--- src/rtl/sld_pkg.sv ---
// Shared types and constants for the simplex list difference matcher.
package sld_pkg;

    localparam int TABLE_DEPTH  = 32;
    localparam int MAX_VERTICES = 4;
    localparam int VERTEX_BITS  = 16;
    localparam int QUERY_LIMIT  = 1024;

    localparam int IDX_W  = $clog2(TABLE_DEPTH);
    localparam int CNT_W  = $clog2(TABLE_DEPTH + 1);
    localparam int QCNT_W = $clog2(QUERY_LIMIT + 1);

    localparam int PORT_VERTICES = 4;
    localparam int PORT_VBITS    = 16;
    localparam int FIRST_W       = 10;
    localparam int SECOND_W      = 5;
    localparam int SIZE_W        = 3;

    typedef logic [MAX_VERTICES-1:0][VERTEX_BITS-1:0] entry_t;

    typedef enum logic [1:0] {
        KIND_LOAD  = 2'd0,
        KIND_QUERY = 2'd1,
        KIND_FLUSH = 2'd2,
        KIND_NONE  = 2'd3
    } kind_t;

    typedef enum logic [2:0] {
        CAT_INTER = 3'd0,
        CAT_DEL   = 3'd1,
        CAT_ADD   = 3'd2,
        CAT_DONE  = 3'd3,
        CAT_OVF   = 3'd4
    } cat_t;

    typedef struct packed {
        logic                    load_en;
        logic                    query_en;
        logic                    shift_en;
        logic [IDX_W-1:0]        load_idx;
        logic [MAX_VERTICES-1:0] vmask;
        entry_t                  key;
    } ctrl_t;

endpackage

--- src/rtl/sld_cell.sv ---
// One table cell: stores an entry, compares it with a query and shifts its status down.
module sld_cell (
    input  logic                     clk,
    input  logic                     rst_n,
    input  logic [sld_pkg::IDX_W-1:0] cell_idx,
    input  sld_pkg::ctrl_t           ctrl,
    input  logic                     up_valid,
    input  logic                     up_matched,
    output logic                     valid,
    output logic                     matched,
    output logic                     hit
);
    import sld_pkg::*;

    entry_t entry_reg;
    logic   valid_reg;
    logic   matched_reg;
    logic   hit_reg;
    logic   sel;
    logic   eq;

    assign sel = ctrl.load_en && (ctrl.load_idx == cell_idx);

    always_comb
    begin
        eq = 1'b1;
        for (int v = 0; v < MAX_VERTICES; v++)
        begin
            if (ctrl.vmask[v] && (entry_reg[v] != ctrl.key[v]))
            begin
                eq = 1'b0;
            end
        end
    end

    always_ff @(posedge clk)
    begin
        if (sel)
        begin
            entry_reg <= ctrl.key;
        end
    end

    always_ff @(posedge clk or negedge rst_n)
    begin
        if (!rst_n)
        begin
            valid_reg   <= 1'b0;
            matched_reg <= 1'b0;
            hit_reg     <= 1'b0;
        end
        else if (ctrl.shift_en)
        begin
            valid_reg   <= up_valid;
            matched_reg <= up_matched;
        end
        else if (sel)
        begin
            valid_reg   <= 1'b1;
            matched_reg <= 1'b0;
        end
        else if (ctrl.query_en)
        begin
            hit_reg     <= valid_reg && eq;
            matched_reg <= matched_reg || (valid_reg && eq);
        end
    end

    assign valid   = valid_reg;
    assign matched = matched_reg;
    assign hit     = hit_reg;

endmodule

--- src/rtl/simplex_list_diff_match.sv ---
// Top level of the simplex list difference matcher: control, output register and cell row.
// A load gives no word unless the table is full. A query compares against every cell at
// once as it is taken and registers the hits; it then places its word after a priority
// encode once the output register is free or drains, and waits in S_QRES while a waiting
// word is stalled; an overflow behaves the same. A flush shifts the cell status down the
// row one cell per cycle while no word that it found at cell zero is stalled, reads it at
// cell zero, and places the done word once the whole row has been shifted out. Input is
// taken only while no item is at work; a finished word may still wait in the output
// register. The vertex store has no reset and needs no clearing pass.
module simplex_list_diff_match (
    input  logic                            clk,
    input  logic                            rst_n,
    input  logic                            cfg_we,
    input  logic [sld_pkg::SIZE_W-1:0]      cfg_wdata,
    input  logic                            in_valid,
    output logic                            in_ready,
    input  logic [1:0]                      kind,
    input  logic [sld_pkg::PORT_VBITS-1:0]  vertex_0,
    input  logic [sld_pkg::PORT_VBITS-1:0]  vertex_1,
    input  logic [sld_pkg::PORT_VBITS-1:0]  vertex_2,
    input  logic [sld_pkg::PORT_VBITS-1:0]  vertex_3,
    output logic                            out_valid,
    input  logic                            out_ready,
    output logic [2:0]                      category,
    output logic [sld_pkg::FIRST_W-1:0]     first_index,
    output logic [sld_pkg::SECOND_W-1:0]    second_index,
    output logic                            last
);
    import sld_pkg::*;

    typedef enum logic [2:0] {
        S_IDLE,
        S_QRES,
        S_OVF,
        S_FLUSH,
        S_DONE
    } state_t;

    state_t               state_reg;
    logic [SIZE_W-1:0]    size_reg;
    logic [CNT_W-1:0]     load_count_reg;
    logic [QCNT_W-1:0]    query_count_reg;
    logic [CNT_W-1:0]     flush_cnt_reg;
    logic                 out_valid_reg;
    cat_t                 category_reg;
    logic [FIRST_W-1:0]   first_reg;
    logic [SECOND_W-1:0]  second_reg;
    logic                 last_reg;

    ctrl_t                ctrl;
    logic                 accept;
    logic                 slot_free;
    logic                 load_full;
    logic                 query_full;
    logic                 pending;
    logic                 out_load;
    logic [SIZE_W-1:0]    size_eff;
    logic [PORT_VERTICES-1:0][PORT_VBITS-1:0] vin;
    logic [TABLE_DEPTH-1:0] cell_valid;
    logic [TABLE_DEPTH-1:0] cell_matched;
    logic [TABLE_DEPTH-1:0] cell_hit;
    logic [IDX_W-1:0]     hit_idx;

    assign in_ready   = (state_reg == S_IDLE);
    assign accept     = in_valid && in_ready;
    assign slot_free  = !out_valid_reg || out_ready;
    assign load_full  = (load_count_reg >= CNT_W'(TABLE_DEPTH));
    assign query_full = (query_count_reg >= QCNT_W'(QUERY_LIMIT));
    assign pending    = cell_valid[0] && !cell_matched[0];
    assign size_eff   = (size_reg == '0) ? SIZE_W'(1) : size_reg;
    assign vin        = {vertex_3, vertex_2, vertex_1, vertex_0};
    assign out_load   = ((state_reg == S_QRES || state_reg == S_OVF || state_reg == S_DONE)
                         && slot_free) || (ctrl.shift_en && pending);

    always_comb
    begin
        ctrl.load_en  = accept && (kind_t'(kind) == KIND_LOAD) && !load_full;
        ctrl.query_en = accept && (kind_t'(kind) == KIND_QUERY) && !query_full;
        ctrl.shift_en = (state_reg == S_FLUSH) && (!pending || slot_free);
        ctrl.load_idx = load_count_reg[IDX_W-1:0];
        for (int v = 0; v < MAX_VERTICES; v++)
        begin
            ctrl.vmask[v] = (SIZE_W'(v) < size_eff);
            ctrl.key[v]   = vin[v][VERTEX_BITS-1:0];
        end
    end

    always_comb
    begin
        hit_idx = '0;
        for (int i = TABLE_DEPTH - 1; i >= 0; i--)
        begin
            if (cell_hit[i])
            begin
                hit_idx = IDX_W'(i);
            end
        end
    end

    for (genvar i = 0; i < TABLE_DEPTH; i++)
    begin : g_cell
        logic up_v;
        logic up_m;
        if (i == TABLE_DEPTH - 1)
        begin : g_end
            assign up_v = 1'b0;
            assign up_m = 1'b0;
        end
        else
        begin : g_mid
            assign up_v = cell_valid[i+1];
            assign up_m = cell_matched[i+1];
        end
        sld_cell u_cell (
            .clk        (clk),
            .rst_n      (rst_n),
            .cell_idx   (IDX_W'(i)),
            .ctrl       (ctrl),
            .up_valid   (up_v),
            .up_matched (up_m),
            .valid      (cell_valid[i]),
            .matched    (cell_matched[i]),
            .hit        (cell_hit[i])
        );
    end

    always_ff @(posedge clk or negedge rst_n)
    begin
        if (!rst_n)
        begin
            size_reg <= SIZE_W'(1);
        end
        else if (cfg_we)
        begin
            size_reg <= cfg_wdata;
        end
    end

    always_ff @(posedge clk or negedge rst_n)
    begin
        if (!rst_n)
        begin
            state_reg       <= S_IDLE;
            load_count_reg  <= '0;
            query_count_reg <= '0;
            flush_cnt_reg   <= '0;
            out_valid_reg   <= 1'b0;
            category_reg    <= CAT_INTER;
            first_reg       <= '0;
            second_reg      <= '0;
            last_reg        <= 1'b0;
        end
        else
        begin
            if (out_valid_reg && out_ready && !out_load)
            begin
                out_valid_reg <= 1'b0;
            end
            unique case (state_reg)
                S_IDLE:
                begin
                    if (accept)
                    begin
                        case (kind_t'(kind))
                            KIND_LOAD:
                            begin
                                if (load_full)
                                begin
                                    state_reg <= S_OVF;
                                end
                                else
                                begin
                                    load_count_reg <= load_count_reg + CNT_W'(1);
                                end
                            end
                            KIND_QUERY:
                            begin
                                state_reg <= query_full ? S_OVF : S_QRES;
                            end
                            KIND_FLUSH:
                            begin
                                state_reg       <= S_FLUSH;
                                flush_cnt_reg   <= '0;
                                load_count_reg  <= '0;
                                query_count_reg <= '0;
                            end
                            default:
                            begin
                            end
                        endcase
                    end
                end
                S_QRES:
                begin
                    if (slot_free)
                    begin
                        out_valid_reg   <= 1'b1;
                        category_reg    <= (|cell_hit) ? CAT_INTER : CAT_DEL;
                        first_reg       <= FIRST_W'(query_count_reg);
                        second_reg      <= (|cell_hit) ? SECOND_W'(hit_idx) : '0;
                        last_reg        <= 1'b0;
                        query_count_reg <= query_count_reg + QCNT_W'(1);
                        state_reg       <= S_IDLE;
                    end
                end
                S_OVF:
                begin
                    if (slot_free)
                    begin
                        out_valid_reg <= 1'b1;
                        category_reg  <= CAT_OVF;
                        first_reg     <= '0;
                        second_reg    <= '0;
                        last_reg      <= 1'b0;
                        state_reg     <= S_IDLE;
                    end
                end
                S_FLUSH:
                begin
                    if (ctrl.shift_en)
                    begin
                        if (pending)
                        begin
                            out_valid_reg <= 1'b1;
                            category_reg  <= CAT_ADD;
                            first_reg     <= '0;
                            second_reg    <= SECOND_W'(flush_cnt_reg[IDX_W-1:0]);
                            last_reg      <= 1'b0;
                        end
                        flush_cnt_reg <= flush_cnt_reg + CNT_W'(1);
                        if (flush_cnt_reg == CNT_W'(TABLE_DEPTH - 1))
                        begin
                            state_reg <= S_DONE;
                        end
                    end
                end
                S_DONE:
                begin
                    if (slot_free)
                    begin
                        out_valid_reg <= 1'b1;
                        category_reg  <= CAT_DONE;
                        first_reg     <= '0;
                        second_reg    <= '0;
                        last_reg      <= 1'b1;
                        state_reg     <= S_IDLE;
                    end
                end
                default:
                begin
                    state_reg <= S_IDLE;
                end
            endcase
        end
    end

    assign out_valid    = out_valid_reg;
    assign category     = category_reg;
    assign first_index  = first_reg;
    assign second_index = second_reg;
    assign last         = last_reg;

    a_flush_busy: assert property (@(posedge clk) disable iff (!rst_n)
        (accept && (kind_t'(kind) == KIND_FLUSH)) |=> !in_ready)
        else $error("input taken during a flush");

    a_flush_counters: assert property (@(posedge clk) disable iff (!rst_n)
        (state_reg == S_FLUSH) |-> (load_count_reg == '0 && query_count_reg == '0))
        else $error("counters not cleared during a flush");

    a_done_empty: assert property (@(posedge clk) disable iff (!rst_n)
        (state_reg == S_DONE) |-> (cell_valid == '0))
        else $error("table not empty at the done word");

    a_query_cat: assert property (@(posedge clk) disable iff (!rst_n)
        (state_reg == S_QRES && slot_free) |=>
        (out_valid_reg && ((category_reg == CAT_INTER) == $past(|cell_hit))))
        else $error("query word category disagrees with the cell hits");

endmodule

--- config.mk ---
export PLATFORM = sky130hd
export DESIGN_NAME = simplex_list_diff_match
export DESIGN_NICKNAME = d
export VERILOG_FILES = /design/src/rtl/sld_pkg.sv /design/src/rtl/sld_cell.sv /design/src/rtl/simplex_list_diff_match.sv
export SDC_FILE = /design/constraint.sdc
export NUM_CORES = 2
export LEC_CHECK = 0
export BUFFER_PORTS_ARGS = -buffer_cell sky130_fd_sc_hd__buf_2
export CAP_MARGIN = 20
export CORE_ASPECT_RATIO = 1.1
export CORE_UTILIZATION = 30
export DETAILED_ROUTE_END_ITERATION = 8
export GPL_TIMING_DRIVEN = 0
export PLACE_DENSITY = 0.47
export SLEW_MARGIN = 20
export SYNTH_ARGS = -nofsm -noshare
export SYNTH_HDL_FRONTEND = slang
export SYNTH_SLANG_ARGS = --single-unit
--- constraint.sdc ---
create_clock -name clk -period 7.2 [get_ports clk]
set_input_delay 1.08 -clock clk [delete_from_list [all_inputs] [get_ports clk]]
set_output_delay 1.08 -clock clk [all_outputs]
set_load 0.02 [all_outputs]
==> results.toml <==
[setup_path]
setup.worst_path.class = "primary input to register"
critical_path.endpoint_type = "register"
signal_arrival_time_at_the_worst_endpoint_ps = 5800
crit_path_start_kind = "primary input"
required_ps = 8050
crit_path_max_fanout = 33

[synth]
ys_types = 60
postSynthCellCount = 5926
synth_enable_flop_cells = 2048
main_combinational_cell_family_by_area_after_synthesis = "XOR/XNOR gates"
synth_compound_gate_area_share = 0.0177
post_synth_and_or_nand_nor_area_fraction = 0.0635
synth.ff_latch_count = 2193
postSynth.topFlopCell = "sky130_fd_sc_hd__edfxtp_1"
synthesis.yosys.warnings = 0
syn-cell-area_mm2 = 0.0923
post_synth_arst_share = 0.0661
yosys.area_share.adder = 0.00163
post_synth.cell_area_avg_um2 = 15.6
synth.area.mux_share = 0.000352
synth_xor_xnor_area_share = 0.195
synthesis.nets = 6012
yosysSeqAreaShare = 0.705

[place]
post-place-cells = 10222
port_buffers = 94
routabilityCongestion = 0.857
pre_cts_ws_ps = 1240
place_hpwl_um = 189000

[grt]
global_route.usage.total = 0.197
first_global_vias = 51429
grt_start_max_net_pins = 86
wire_length_of_the_first_global_routing_pass_um = 423000
grt_antenna_before_repair = 22
grt_overflow_total = 0

[clocking]
worstSkewPairLatency_ps = 910
cts_sinks = 2193
clock_tree_buffer_depth = 4
clock_tree_root = "sky130_fd_sc_hd__clkbuf_16"
clkSlewWorstSetupHoldPaths_ps = 60
htreeDepth = 4
post_cts_resize_count = 0
holdBufCountCts = 0
post-cts-setup-buffers = 0
cts_tree = "built"
tritoncts.num_buffers = 243

[floorplan]
start_util = 0.302
die_h_um = 584
num_rows = 213
die_footprint_mm2 = 0.310
coreArea_mm2 = 0.306
boundaryPins = 95
die-width_um = 531

[sta]
grt_setup_unrepaired = "false"
hold_viol = 0
final_setup_violation_count = 0
period_needed_ps = 4960
relSlewSlack = 0.0624
final.setup_skew_ps = 51.9
timing.setup.tns_ps = 0
final.setup.worst_slack_ps = 2240
final.period_utilization = 0.688
drv_slew = 0
max_clock_freq_mhz = 202
tightestPinTransition_ps = 1390
finalHoldWorstSlack_ps = 165

[final_layout]
area_growth_syn_to_layout_pct = 16.7
fin_cells = 10668
most_frequent_cells_in_the_layout = "sky130_fd_sc_hd__edfxtp_1, sky130_fd_sc_hd__xnor2_1, sky130_fd_sc_hd__xor2_1"
drive_above_1_share = 0.123
final_nets = 6469
final_common_cell = "sky130_fd_sc_hd__edfxtp_1"
largest_reg_flops = 2048
fill_cells = 29366

[route]
routed_via_density = 4.85
drc_errors = 0
drtIter0Drc = 4980
dr.pass1.iters = 6
totalWireLength_um = 309000
route.detailed.wl_per_inst_um = 29.0
drtAntennaViolNets = 0
vias = 51694

[pwr]
total_leakage_power_uw = 0.0338
fin_total_pwr_uw = 28700
ir_drop_mv = 0.219
power-per-cell-area_mw_per_mm2 = 266

[flow_run]
max-cap-violations = 0

[run_status]
run_status = "complete, no violations"

[min_path]
hp-class = "primary input to asynchronous set/reset pin"
## kinds of logic after synthesis
group                    count (synthesis)
XOR/XNOR                              2058
flip-flops                            2193
AO/OA/AOI/OAI                          267
multiplexers                             3
adder cells (fa/ha/maj)                 12
buffers and inverters                  329
AND/OR/NAND/NOR                       1064
## area by class of cell
type / count / area (um^2) / area share
Timing Repair Buffer: 212 / 2470 / 0.0230
Clock buffer: 308 / 6430 / 0.0597
Sequential cell: 2193 / 65100 / 0.604
Multi-Input combinational cell: 3404 / 26000 / 0.242
Antenna cell: 11 / 27.5 / 0.000255
Buffer: 306 / 1450 / 0.0134
Inverter: 23 / 91.3 / 0.000848
Clock inverter: 126 / 986 / 0.00915
Tap cell: 4085 / 5110 / 0.0474
## Yosys cell counts, drive strengths merged (12+ instances only)
master,n,share of area
a2111o,15,0.0018
a21oi,39,0.0021
a31oi,12,0.00081
and3,25,0.0017
buf,203,0.011
clkbuf,103,0.0042
dfrtp,144,0.039
edfxtp,2048,0.67
ha,12,0.0016
inv,22,0.00089
nand2,223,0.0091
nand3,35,0.0019
nand4,401,0.027
nor2,75,0.0030
nor3,19,0.0010
nor4,247,0.017
o21ai,132,0.0072
o22ai,20,0.0014
o31ai,23,0.0019
xnor2,1470,0.14
xor2,588,0.056
## through the flow
stage                util  cell area, um^2
floorplan               -            92300
global placement    0.320            97900
detailed placement  0.328           100000
CTS                 0.352           108000
global route        0.352           108000
finish              0.352           108000
## critical path, cell delays in order
cell                       delay, ps
sky130_fd_sc_hd__buf_2           810
sky130_fd_sc_hd__clkbuf_1        390
sky130_fd_sc_hd__buf_2           540
sky130_fd_sc_hd__buf_2           520
sky130_fd_sc_hd__xnor2_1         170
sky130_fd_sc_hd__nand4_1         320
sky130_fd_sc_hd__nor4_1          800
sky130_fd_sc_hd__o21ai_0         490
sky130_fd_sc_hd__a2111o_1        560
sky130_fd_sc_hd__nand2_1          80
## worst paths after layout
kind | start | endpoint | slack, ps | cells after the start
min in group clk | cfg_wdata[0] | size_reg[0] | 410 | 2
hold / removal | rst_n | first_index[6] | 160 | 2
hold reg to reg | first_index[4] | first_index[4] | 470 | 2
max in group asynchronous | rst_n | g_cell[10].u_cell.matched | 6250 | 3
setup reg to reg | state_reg[2] | g_cell[2].u_cell.entry_reg[32] | 3700 | 11
setup / recovery | vertex_2[8] | g_cell[17].u_cell.hit | 2240 | 10
## where the power goes
group | switching (uW) | internal, uW | total (uW)
logic | 1720 | 724 | 2440
registers | 179 | 14200 | 14400
clock network | 5120 | 6750 | 11900
total | 7020 | 21700 | 28700
## routing by layer
layer  up-vias  track usage  share of wire
li1      22579            -              -
met1     27235        0.266           0.44
met2      1501        0.334           0.49
met3       373       0.0240          0.048
met4         6       0.0502          0.026
met5         -            0        0.00013
No activity file was read; power rests on OpenSTA's default activity.
